==> config.mk <==
export PLATFORM = sky130hd
export DESIGN_NAME = tlb_fully_associative_asid
export DESIGN_NICKNAME = d
export VERILOG_FILES = /design/src/rtl/core/tlbfa_pkg.sv /design/src/rtl/core/tlbfa_cfg.sv /design/src/rtl/core/tlbfa_array.sv /design/src/rtl/core/tlb_fully_associative_asid.sv
export SDC_FILE = /design/constraint.sdc
export NUM_CORES = 2
export LEC_CHECK = 0
export BUFFER_PORTS_ARGS = -buffer_cell sky130_fd_sc_hd__buf_2
export CAP_MARGIN = 40
export CORE_UTILIZATION = 36
export DETAILED_ROUTE_END_ITERATION = 8
export PLACE_DENSITY = 0.5
export SETUP_SLACK_MARGIN = 0.2
export SYNTH_ARGS = -nofsm -noshare
export SYNTH_HDL_FRONTEND = slang
export SYNTH_HIERARCHICAL = 1
export SYNTH_SLANG_ARGS = --single-unit
==> constraint.sdc <==
create_clock -name clk_i -period 10.44 [get_ports clk_i]
set_input_delay 0.522 -clock clk_i [delete_from_list [all_inputs] [get_ports clk_i]]
set_output_delay 0.522 -clock clk_i [all_outputs]
set_load 0.02 [all_outputs]
==> src/rtl/core/tlbfa_pkg.sv <==
`timescale 1ns / 1ps

package tlbfa_pkg;

  localparam int unsigned PAGE_SHIFT = 12;
  localparam int unsigned ADDR_W     = 64;
  localparam int unsigned PAGE_W     = ADDR_W - PAGE_SHIFT;
  localparam int unsigned ASID_W     = 16;
  localparam int unsigned FLAGS_W    = 8;
  localparam int unsigned COUNT_W    = 32;
  localparam int unsigned MODE_W     = 3;
  localparam int unsigned APB_ADDR_W = 3;
  localparam int unsigned APB_DATA_W = 32;

  // Word index of the current ASID register on the configuration port.
  localparam logic REG_CURRENT_ASID = 1'b0;

  typedef enum logic [MODE_W-1:0] {
    MODE_LOOKUP      = 3'd0,
    MODE_INSERT      = 3'd1,
    MODE_FLUSH_ALL   = 3'd2,
    MODE_FLUSH_ASID  = 3'd3,
    MODE_FLUSH_PAGE  = 3'd4
  } mode_e;

  // Operation handed from the input register to the entry array.
  typedef struct packed {
    logic                fire;
    logic [MODE_W-1:0]   mode;
    logic [PAGE_W-1:0]   vpage;
    logic [PAGE_W-1:0]   ppage;
    logic [FLAGS_W-1:0]  flags;
    logic [ASID_W-1:0]   flush_asid;
    logic [ASID_W-1:0]   cur_asid;
  } tlb_req_t;

  // Lookup answer from the entry array.
  typedef struct packed {
    logic                hit;
    logic [PAGE_W-1:0]   ppage;
    logic [FLAGS_W-1:0]  flags;
  } tlb_rsp_t;

endpackage

==> src/rtl/core/tlbfa_cfg.sv <==
`timescale 1ns / 1ps

module tlbfa_cfg (
  input  logic                                clk_i,
  input  logic                                rst_ni,
  input  logic                                psel,
  input  logic                                penable,
  input  logic                                pwrite,
  input  logic [tlbfa_pkg::APB_ADDR_W-1:0]    paddr,
  input  logic [tlbfa_pkg::APB_DATA_W-1:0]    pwdata,
  output logic [tlbfa_pkg::APB_DATA_W-1:0]    prdata,
  output logic                                pready,
  output logic [tlbfa_pkg::ASID_W-1:0]        cur_asid_o
);

  logic [tlbfa_pkg::ASID_W-1:0] cur_asid_q;
  logic                         wr_en;
  logic                         word_idx;

  // Registers are word aligned, so the byte offset bits are ignored.
  assign word_idx = paddr[2];
  assign pready   = 1'b1;
  assign wr_en    = psel && penable && pwrite && (word_idx == tlbfa_pkg::REG_CURRENT_ASID);

  always_ff @(posedge clk_i or negedge rst_ni) begin
    if (!rst_ni) begin
      cur_asid_q <= '0;
    end else if (wr_en) begin
      cur_asid_q <= pwdata[tlbfa_pkg::ASID_W-1:0];
    end
  end

  always_comb begin
    prdata = '0;
    if (word_idx == tlbfa_pkg::REG_CURRENT_ASID) begin
      prdata = {{(tlbfa_pkg::APB_DATA_W - tlbfa_pkg::ASID_W){1'b0}}, cur_asid_q};
    end
  end

  assign cur_asid_o = cur_asid_q;

endmodule

==> src/rtl/core/tlbfa_array.sv <==
`timescale 1ns / 1ps

module tlbfa_array #(
  parameter int unsigned ENTRIES = 16
) (
  input  logic                clk_i,
  input  logic                rst_ni,
  input  tlbfa_pkg::tlb_req_t req_i,
  output tlbfa_pkg::tlb_rsp_t rsp_o
);

  localparam int unsigned PTR_W = (ENTRIES > 1) ? $clog2(ENTRIES) : 1;
  localparam logic [PTR_W-1:0] LAST_IDX = PTR_W'(ENTRIES - 1);

  logic [ENTRIES-1:0]                 valid_q, valid_d;
  logic [tlbfa_pkg::PAGE_W-1:0]       vpage_q [ENTRIES];
  logic [tlbfa_pkg::PAGE_W-1:0]       ppage_q [ENTRIES];
  logic [tlbfa_pkg::ASID_W-1:0]       asid_q  [ENTRIES];
  logic [tlbfa_pkg::FLAGS_W-1:0]      flags_q [ENTRIES];
  logic [PTR_W-1:0]                   ptr_q, ptr_d;

  logic [ENTRIES-1:0] page_eq;
  logic [ENTRIES-1:0] asid_eq;
  logic [ENTRIES-1:0] fasid_eq;
  logic [ENTRIES-1:0] match;
  logic [ENTRIES-1:0] first;
  logic               do_insert;

  always_comb begin
    for (int i = 0; i < ENTRIES; i++) begin
      page_eq[i]  = (vpage_q[i] == req_i.vpage);
      asid_eq[i]  = (asid_q[i] == req_i.cur_asid);
      fasid_eq[i] = (asid_q[i] == req_i.flush_asid);
    end
  end

  assign match = valid_q & page_eq & asid_eq;
  // Isolate the lowest set bit so that duplicates resolve to the lowest index.
  assign first = match & (~match + ENTRIES'(1));

  always_comb begin
    rsp_o.hit   = |match;
    rsp_o.ppage = '0;
    rsp_o.flags = '0;
    for (int i = 0; i < ENTRIES; i++) begin
      rsp_o.ppage = rsp_o.ppage | (ppage_q[i] & {tlbfa_pkg::PAGE_W{first[i]}});
      rsp_o.flags = rsp_o.flags | (flags_q[i] & {tlbfa_pkg::FLAGS_W{first[i]}});
    end
  end

  always_comb begin
    valid_d   = valid_q;
    ptr_d     = ptr_q;
    do_insert = 1'b0;
    if (req_i.fire) begin
      case (tlbfa_pkg::mode_e'(req_i.mode))
        tlbfa_pkg::MODE_INSERT: begin
          do_insert       = 1'b1;
          valid_d[ptr_q]  = 1'b1;
          ptr_d           = (ptr_q == LAST_IDX) ? '0 : ptr_q + PTR_W'(1);
        end
        tlbfa_pkg::MODE_FLUSH_ALL: begin
          valid_d = '0;
        end
        tlbfa_pkg::MODE_FLUSH_ASID: begin
          valid_d = valid_q & ~fasid_eq;
        end
        tlbfa_pkg::MODE_FLUSH_PAGE: begin
          valid_d = valid_q & ~page_eq;
        end
        default: begin
          valid_d = valid_q;
        end
      endcase
    end
  end

  always_ff @(posedge clk_i or negedge rst_ni) begin
    if (!rst_ni) begin
      valid_q <= '0;
      ptr_q   <= '0;
    end else begin
      valid_q <= valid_d;
      ptr_q   <= ptr_d;
    end
  end

  always_ff @(posedge clk_i) begin
    if (do_insert) begin
      vpage_q[ptr_q] <= req_i.vpage;
      ppage_q[ptr_q] <= req_i.ppage;
      asid_q[ptr_q]  <= req_i.cur_asid;
      flags_q[ptr_q] <= req_i.flags;
    end
  end

endmodule

==> src/rtl/core/tlb_fully_associative_asid.sv <==
`timescale 1ns / 1ps

// Fully associative TLB with 4 KiB pages and ASID tags.
// Input channel: in_valid_i / in_stall_o carry one operation per transaction
// (lookup, insert, flush all, flush by ASID, flush by page). Every input
// transaction gives exactly one result transaction on out_valid_o / out_stall_i.
// An accepted transaction is held in the input register, where all entries
// are compared in parallel, and its result is then captured in the output
// register. Throughput is one transaction per cycle while the receiver does
// not stall; the entry array and the counters are updated at the same edge
// as the result is captured, so back-to-back operations see each other's
// effects in order.
// When the receiver stalls, the result is held and the input register keeps
// its transaction, after which in_stall_o is raised until the result is taken.
// The current ASID is set through the APB port at byte address 0 and should
// only be written while no transaction is in flight.
// Reset clears all valid bits, the replacement pointer, both counters and the
// current ASID; entry contents are left as they are.

module tlb_fully_associative_asid #(
  parameter int unsigned TLB_ENTRIES = 16
) (
  input  logic                                clk_i,
  input  logic                                rst_ni,
  input  logic                                in_valid_i,
  output logic                                in_stall_o,
  input  logic [tlbfa_pkg::MODE_W-1:0]        mode_i,
  input  logic [tlbfa_pkg::ADDR_W-1:0]        virtual_address_i,
  input  logic [tlbfa_pkg::ADDR_W-1:0]        physical_page_address_i,
  input  logic [tlbfa_pkg::FLAGS_W-1:0]       entry_flags_i,
  input  logic [tlbfa_pkg::ASID_W-1:0]        flush_asid_i,
  output logic                                out_valid_o,
  input  logic                                out_stall_i,
  output logic                                hit_o,
  output logic [tlbfa_pkg::ADDR_W-1:0]        translated_address_o,
  output logic [tlbfa_pkg::FLAGS_W-1:0]       flags_out_o,
  output logic [tlbfa_pkg::COUNT_W-1:0]       hit_count_o,
  output logic [tlbfa_pkg::COUNT_W-1:0]       miss_count_o,
  input  logic                                psel,
  input  logic                                penable,
  input  logic                                pwrite,
  input  logic [tlbfa_pkg::APB_ADDR_W-1:0]    paddr,
  input  logic [tlbfa_pkg::APB_DATA_W-1:0]    pwdata,
  output logic [tlbfa_pkg::APB_DATA_W-1:0]    prdata,
  output logic                                pready
);

  localparam int unsigned PS = tlbfa_pkg::PAGE_SHIFT;

  logic [tlbfa_pkg::ASID_W-1:0]   cur_asid;

  logic                           s1_valid_q;
  logic [tlbfa_pkg::MODE_W-1:0]   s1_mode_q;
  logic [tlbfa_pkg::ADDR_W-1:0]   s1_va_q;
  logic [tlbfa_pkg::ADDR_W-1:0]   s1_pa_q;
  logic [tlbfa_pkg::FLAGS_W-1:0]  s1_flags_q;
  logic [tlbfa_pkg::ASID_W-1:0]   s1_fasid_q;

  logic                           advance;
  logic                           accept;
  logic                           is_lookup;

  tlbfa_pkg::tlb_req_t            req;
  tlbfa_pkg::tlb_rsp_t            rsp;

  logic [tlbfa_pkg::COUNT_W-1:0]  hits_q, hits_d;
  logic [tlbfa_pkg::COUNT_W-1:0]  misses_q, misses_d;

  logic                           out_valid_q;
  logic                           out_hit_q;
  logic [tlbfa_pkg::ADDR_W-1:0]   out_xlat_q;
  logic [tlbfa_pkg::FLAGS_W-1:0]  out_flags_q;
  logic [tlbfa_pkg::COUNT_W-1:0]  out_hits_q;
  logic [tlbfa_pkg::COUNT_W-1:0]  out_misses_q;

  tlbfa_cfg u_cfg (
    .clk_i      (clk_i),
    .rst_ni     (rst_ni),
    .psel       (psel),
    .penable    (penable),
    .pwrite     (pwrite),
    .paddr      (paddr),
    .pwdata     (pwdata),
    .prdata     (prdata),
    .pready     (pready),
    .cur_asid_o (cur_asid)
  );

  // The input register moves on whenever the output register is free or
  // being emptied in this cycle.
  assign advance    = s1_valid_q && (!out_valid_q || !out_stall_i);
  assign in_stall_o = s1_valid_q && !advance;
  assign accept     = in_valid_i && !in_stall_o;

  always_ff @(posedge clk_i or negedge rst_ni) begin
    if (!rst_ni) begin
      s1_valid_q <= 1'b0;
    end else if (accept) begin
      s1_valid_q <= 1'b1;
    end else if (advance) begin
      s1_valid_q <= 1'b0;
    end
  end

  always_ff @(posedge clk_i) begin
    if (accept) begin
      s1_mode_q  <= mode_i;
      s1_va_q    <= virtual_address_i;
      s1_pa_q    <= physical_page_address_i;
      s1_flags_q <= entry_flags_i;
      s1_fasid_q <= flush_asid_i;
    end
  end

  always_comb begin
    req.fire       = advance;
    req.mode       = s1_mode_q;
    req.vpage      = s1_va_q[tlbfa_pkg::ADDR_W-1:PS];
    req.ppage      = s1_pa_q[tlbfa_pkg::ADDR_W-1:PS];
    req.flags      = s1_flags_q;
    req.flush_asid = s1_fasid_q;
    req.cur_asid   = cur_asid;
  end

  tlbfa_array #(
    .ENTRIES (TLB_ENTRIES)
  ) u_array (
    .clk_i  (clk_i),
    .rst_ni (rst_ni),
    .req_i  (req),
    .rsp_o  (rsp)
  );

  assign is_lookup = (tlbfa_pkg::mode_e'(s1_mode_q) == tlbfa_pkg::MODE_LOOKUP);

  always_comb begin
    hits_d   = hits_q;
    misses_d = misses_q;
    if (is_lookup) begin
      if (rsp.hit) begin
        hits_d = hits_q + tlbfa_pkg::COUNT_W'(1);
      end else begin
        misses_d = misses_q + tlbfa_pkg::COUNT_W'(1);
      end
    end
  end

  always_ff @(posedge clk_i or negedge rst_ni) begin
    if (!rst_ni) begin
      hits_q      <= '0;
      misses_q    <= '0;
      out_valid_q <= 1'b0;
    end else begin
      if (advance) begin
        hits_q      <= hits_d;
        misses_q    <= misses_d;
        out_valid_q <= 1'b1;
      end else if (!out_stall_i) begin
        out_valid_q <= 1'b0;
      end
    end
  end

  always_ff @(posedge clk_i) begin
    if (advance) begin
      out_hit_q    <= is_lookup && rsp.hit;
      out_xlat_q   <= (is_lookup && rsp.hit) ? {rsp.ppage, s1_va_q[PS-1:0]} : '0;
      out_flags_q  <= (is_lookup && rsp.hit) ? rsp.flags : '0;
      out_hits_q   <= hits_d;
      out_misses_q <= misses_d;
    end
  end

  assign out_valid_o          = out_valid_q;
  assign hit_o                = out_hit_q;
  assign translated_address_o = out_xlat_q;
  assign flags_out_o          = out_flags_q;
  assign hit_count_o          = out_hits_q;
  assign miss_count_o         = out_misses_q;

endmodule
# Word level (Yosys, flattened, before mapping)
# Memories as Yosys holds them, arrays and structs flattened.
# Cells that the tools add are included.
# classes
addsub	4
magnitude_cmp	2
n_eq_ne	54
n_mux	17
bitwise_logic	72
reduce_logical	19
# ops
cell	count
$and A52 B52 Y52	16
$eq A52 B52 Y1	16
$or A52 B52 Y52	15
$eq A16 B16 Y1	32
$and A8 B8 Y8	16
$mux W32	4
$or A8 B8 Y8	15
$and A16 B16 Y16	5
$add A32 B1 Y32 const B	2
$pmux W16 S4	1
$not A16 Y16	3
$add A16 B1 Y16 const B	1
$mux W16	1
$or A16 B16 Y16	1
$reduce_or A16 Y1	1
$mux W1	9
$logic_and A1 B1 Y1	8
$eq A3 B2 Y1 const B	2
$lt A4 B5 Y1 const B	1
$add A4 B1 Y4 const B	1
$demux W1 S4	1
$eq A4 B4 Y1 const B	1
$ge A4 B1 Y1 const B	1
$logic_not A1 Y1	4
other kinds (10)	11
# totals
regBits	394
ram_bits	2048
inputBits	197
output_inout_bits	172
wordCells	189
mem_count	4
# memory_table
name	words	word_bits	read_ports	rd_clocked_by_memory_dff	wr	line	text
u_array.ppage_q	16	52	16	0	1	tlbfa_array.sv:17	logic [tlbfa_pkg::PAGE_W-1:0] ppage_q [ENTRIES];
u_array.vpage_q	16	52	16	0	1	tlbfa_array.sv:16	logic [tlbfa_pkg::PAGE_W-1:0] vpage_q [ENTRIES];
u_array.asid_q	16	16	16	0	1	tlbfa_array.sv:18	logic [tlbfa_pkg::ASID_W-1:0] asid_q [ENTRIES];
u_array.flags_q	16	8	16	0	1	tlbfa_array.sv:19	logic [tlbfa_pkg::FLAGS_W-1:0] flags_q [ENTRIES];

# Longest topological paths before layout
# An unclocked memory read counts as a cell.
# depth
word_depth	23
ltp_mapped	21
mapped_depth_nobuf	13

# By module
# The synthesis kept the hierarchy.
# modules_own_cells
module	instances	cells_per_inst	area_per_inst_um2	seq_area_each_um2
tlbfa_array	1	5566	87234.9	61999.5
tlb_fully_associative_asid	1	805	12983.7	10059.6
tlbfa_cfg	1	70	899.6	400.4

# Least setup slack after synthesis
# OpenSTA, ideal clock, no wires.
# synth_timing
path_kind	input to register
start	in out_stall_i
end	mem u_array/asid_q[15][0] (netlist name), enable pin
setup_time_ns	0.617
arrival_ns	10.830
required_time_ns	9.823
setup_slack_ns	-1.007
stages	6
path_buffers	1
cell_sequence	nand2_1 nand2_1 clkinv_1 clkbuf_1 nand3b_1 nor2_1
# synth_between
elab_chain_len	6
# synth_lines
element	line	text
start, declared	tlb_fully_associative_asid.sv:33	input logic out_stall_i,
$logic_not A1 Y1	-	
$logic_or A1 B1 Y1	tlb_fully_associative_asid.sv:91	assign advance = s1_valid_q && (!out_valid_q || !out_stall_i);
$logic_and A1 B1 Y1	tlb_fully_associative_asid.sv:91	
via advance	tlb_fully_associative_asid.sv:59	logic advance;
$mux W1	tlbfa_array.sv:55	if (req_i.fire) begin
$mux W1	tlbfa_array.sv:89	if (do_insert) begin
$mux W1 (implied by the code)	tlbfa_array.sv:92	asid_q[ptr_q] <= req_i.cur_asid;
end, declared	tlbfa_array.sv:18	
# The timed path passes the listed nets, and every way through them passes these cells.

==> results.md <==
| Metric | Reported | Unit |
|---|---|---|
| Proportion of netlist area held by the largest area contributor | 0.691 | - |
| Timing startpoint of the critical path | s1_va_q[28] | - |
| Count of standard-cell rows | 194 | - |
| Buf+Inv Stages, Crit Path | 4 | - |
| Category of the most critical setup path | reg -> reg | - |
| Crit path time final | 7.20 | ns |
| Worst reg-to-reg setup slack | 3.24 | ns |
| Required time worst endpoint | 11.08 | ns |
| Number of inserted filler cells in the final layout | 25100 | - |
| DRT antenna net count | 0 | - |
| Wire length of the first global-routing pass | 434 | mm |
| CTS root buffer | clkbuf_16 | - |
| Static leakage | 40.9 | nW |
| Final wirelength | 306 | mm |
| Pin count of the biggest net entering global routing | 116 | - |
| Setup repair after global routing missed its margin | no | - |
| Post-synth EDFFs | 2328 | - |
| Number of remaining DRC errors | 124 | - |
| Count of state elements after synthesis | 2430 | - |
| Violated checks | design-rule violations | - |
| Result of the run | complete, but fails checks | - |
| Setup_tns | 0 | ns |
| Final Max Slew Viols | 0 | - |
| Die Area | 0.283 | mm2 |
| WP depth | 17 | - |
| Worst-path maximum fanout | 33 | - |
| Cell with the most instances on the worst path | buf_4 | - |
| Power density over the cells | 186 | mW/mm2 |
| Cell types with the highest counts after synthesis | edfxtp_1, xor2_1, xnor2_1, nor4_1, nand4_1 | - |
| Sink count of the clock tree | 2430 | - |
| Overall global routing resource usage | 0.212 | - |
| Crit path launch type | flop | - |
| Max-capacitance violation count | 0 | - |
| Worst setup path end | miss_count_o[27] | - |
| Average via count per standard cell | 5.30 | - |
| Post-route cell area | 0.118 | mm2 |
| Area Overhead vs Synth | 16.8 | % |
| Top post-synthesis cells by area | edfxtp_1, xor2_1, xnor2_1, dfrtp_1, nor4_1 | - |
| Number of buffers on the longest clock path | 4 | - |
| Antenna violations before repair | 10 | - |
| Yosys warning count | 6 | - |
| Kind of cell adding the most delay to the critical path | simple AND/OR/NAND/NOR gates | - |
| Share of cells above drive strength 1 | 0.152 | - |
| Horiz. Die Dim | 532 | um |
| Final setup violation count | 0 | - |
| Worst R2R Start | s1_va_q[28] | - |
| Number of hold-slack violations in the final timing report | 0 | - |
| Initial core utilization | 0.362 | - |
| Max H-tree Level | 5 | - |
| Gp weighted congestion | 0.774 | - |
| Clock insertion delay at the later pin of the skew report | 0.90 | ns |
| Proportion of register bits with asynchronous set or reset after synthesis | 0.0420 | - |
| Share of the cycle needed by the critical path after routing | 0.689 | - |
| Worst Clk Skew | 0.0523 | ns |
| Number of buffers created by CTS | 280 | - |
| Number of distinct library cells after synthesis | 79 | - |
| Top achievable clock speed | 0.139 | GHz |
| CTS hold repair buffers | 163 | - |
| Fraction of the yosys area taken by sequential cells | 0.717 | - |
| Post-DR wirelength/cell | 27.8 | um |
| Length in cells of the worst reg-to-reg path | 17 | - |
| Post-DP HPWL | 176 | mm |
| Number of design-rule violations left by the first detailed-router iteration | 5216 | - |
| Buffers inserted by post-CTS timing repair | 0 | - |
| Floorplan die height | 532 | um |
| PostCTS Resize Cnt | 0 | - |
| Worst voltage drop across the vdd grid | 124 | uV |
| Worst r2r dst | miss_count_o[27] | - |
| Core box area | 0.279 | mm2 |
| # IOs | 369 | - |
| Post-Synthesis Cell Area | 0.101 | mm2 |
| Initial DRT Pass Iterations | 7 | - |
| Ordered cell list for the critical path | buf_4 > xor2_1 > nor4_1 > nand3_1 > nor4_4 > buf_4 > a222oi_1 > and3_1 > buf_4 > and3_4 > nand4_1 > buf_4 > or4_1 > nor4_4 > nand2_2 > nor3_2 > xor2_1 | - |
| Post-synthesis instance total | 6441 | - |
| Slew of the pin with the lowest slew margin | 0.995 | ns |
| Number of nets in the finished design | 7247 | - |
| Biggest area consumer among synthesized cells | edfxtp_1 | - |
| Prevailing post-synth register cell | edfxtp_1 | - |
| Vias | 58300 | - |
| Library cell with the highest instance count after synthesis | edfxtp_1 | - |
| Synth Area per Inst | 15.7 | um2 |
| Final core area utilization | 0.423 | - |
| Quantity of I/O buffers inserted on ports | 321 | - |
| Endpoint class of the critical path | flop | - |
| Signal arrival time at the worst endpoint | 7.83 | ns |
| Via count of the first global-routing pass | 58400 | - |
| Overflow after GRT | 0 | - |
| Post-layout total power | 21.9 | mW |
| Worst-path clk slew | 0.06 | ns |
| Standard cell with the maximum stage delay on the critical path | a222oi_1 | - |
| Slew HR | 0.337 | - |
| Placement Cell Area | 0.108 | mm2 |
| Hold crit path type | in -> async | - |
| CTS tree | built | - |
| Crit path largest cell delay | 0.76 | ns |
[power breakdown]
group	internal, mW	leakage [nW]	switching (mW)	total, mW
combinational	0.481	14.1	0.913	1.39
sequential	11.0	22.5	0.234	11.2
clock	5.35	4.21	4.00	9.35
total	16.8	40.9	5.15	21.9
[how the worst min path moves through the flow]
stage	start	endpoint	slack (ns)	cells after the start
after floorplan	rst_ni	hits_q[0]	0.23	0
after global placement	s1_va_q[23]	u_array/vpage_q[4][11]	0.44	0
after detailed placement	s1_va_q[23]	u_array/vpage_q[4][11]	0.44	0
after CTS	pwrite	u_cfg/cur_asid_o[2]	0.23	3
after global routing	pwrite	u_cfg/cur_asid_o[7]	0.28	3
final	rst_ni	u_cfg/cur_asid_o[7]	0.28	2
[final cells by class]
type / count / area [um2] / area share
diodes: 9 / 22.5 / 0.000191
clock buffers: 370 / 7560 / 0.0640
clock inverters: 132 / 1060 / 0.00894
inverters: 17 / 71.3 / 0.000604
multi-input cells: 3577 / 26600 / 0.226
flip-flops and latches: 2430 / 72500 / 0.614
well taps: 3724 / 4660 / 0.0394
repair buffers: 738 / 5630 / 0.0477
[routing by layer]
metal  up-vias  global-route usage  wire length [um]
met4         4              0.0601              8110
met5         -                   0                23
met3       416              0.0230             14700
li1      25700                   -                 -
met2      1769               0.350            146000
met1     30400               0.295            138000
[through the flow]
stage / std cells / setup slack (ns) / hold WS, ns
after floorplan: 6456 / 0.880 / 0.226
after global placement: 10300 / 3.05 / 0.441
after detailed placement: 10300 / 3.23 / 0.435
after CTS: 11000 / 3.21 / 0.226
after global routing: 11000 / 2.99 / 0.276
final: 11000 / 3.24 / 0.276
[cell families (layout without fill, tap and decap cells)]
logic type | count (synthesis) | after routing | synth area share
other | 2 | 26 | 0.0000743
buffers and inverters | 449 | 1257 | 0.0232
adder cells (fa/ha/maj) | 6 | 6 | 0.000742
multiplexers | 46 | 46 | 0.00549
flip-flops | 2430 | 2430 | 0.717
XOR/XNOR | 1469 | 1469 | 0.127
AND/OR/NAND/NOR | 1469 | 1469 | 0.0834
AO/OA/AOI/OAI | 570 | 570 | 0.0432
[layout by cell type (no fill, tap or decap), types with 193 or more instances in the layout]
master	count
edfxtp_1	2328
buf_2	322
nand4_1	228
xnor2_1	532
nor4_1	239
clkbuf_16	286
xor2_1	937
and3_1	219
nand2_1	219
nand3_1	193
buf_4	224
[state kept, by name, indices dropped and copies added (netlist names)]
register and cells:
hit_count_o 32, out_valid_o 1, miss_count_o 32, s1_pa_q 52, u_array/vpage_q 832, misses_q 32, u_cfg/cur_asid_o 16, hits_q 32
u_array/flags_q 128, hit_o 1, u_array/asid_q 256, s1_mode_q 3, u_array/valid_q 16, s1_fasid_q 16, s1_va_q 64, translated_address_o 64
u_array/ppage_q 832, s1_flags_q 8, flags_out_o 8, u_array/ptr_q 4, s1_valid_q 1
No activity file was read; power rests on OpenSTA's default activity.
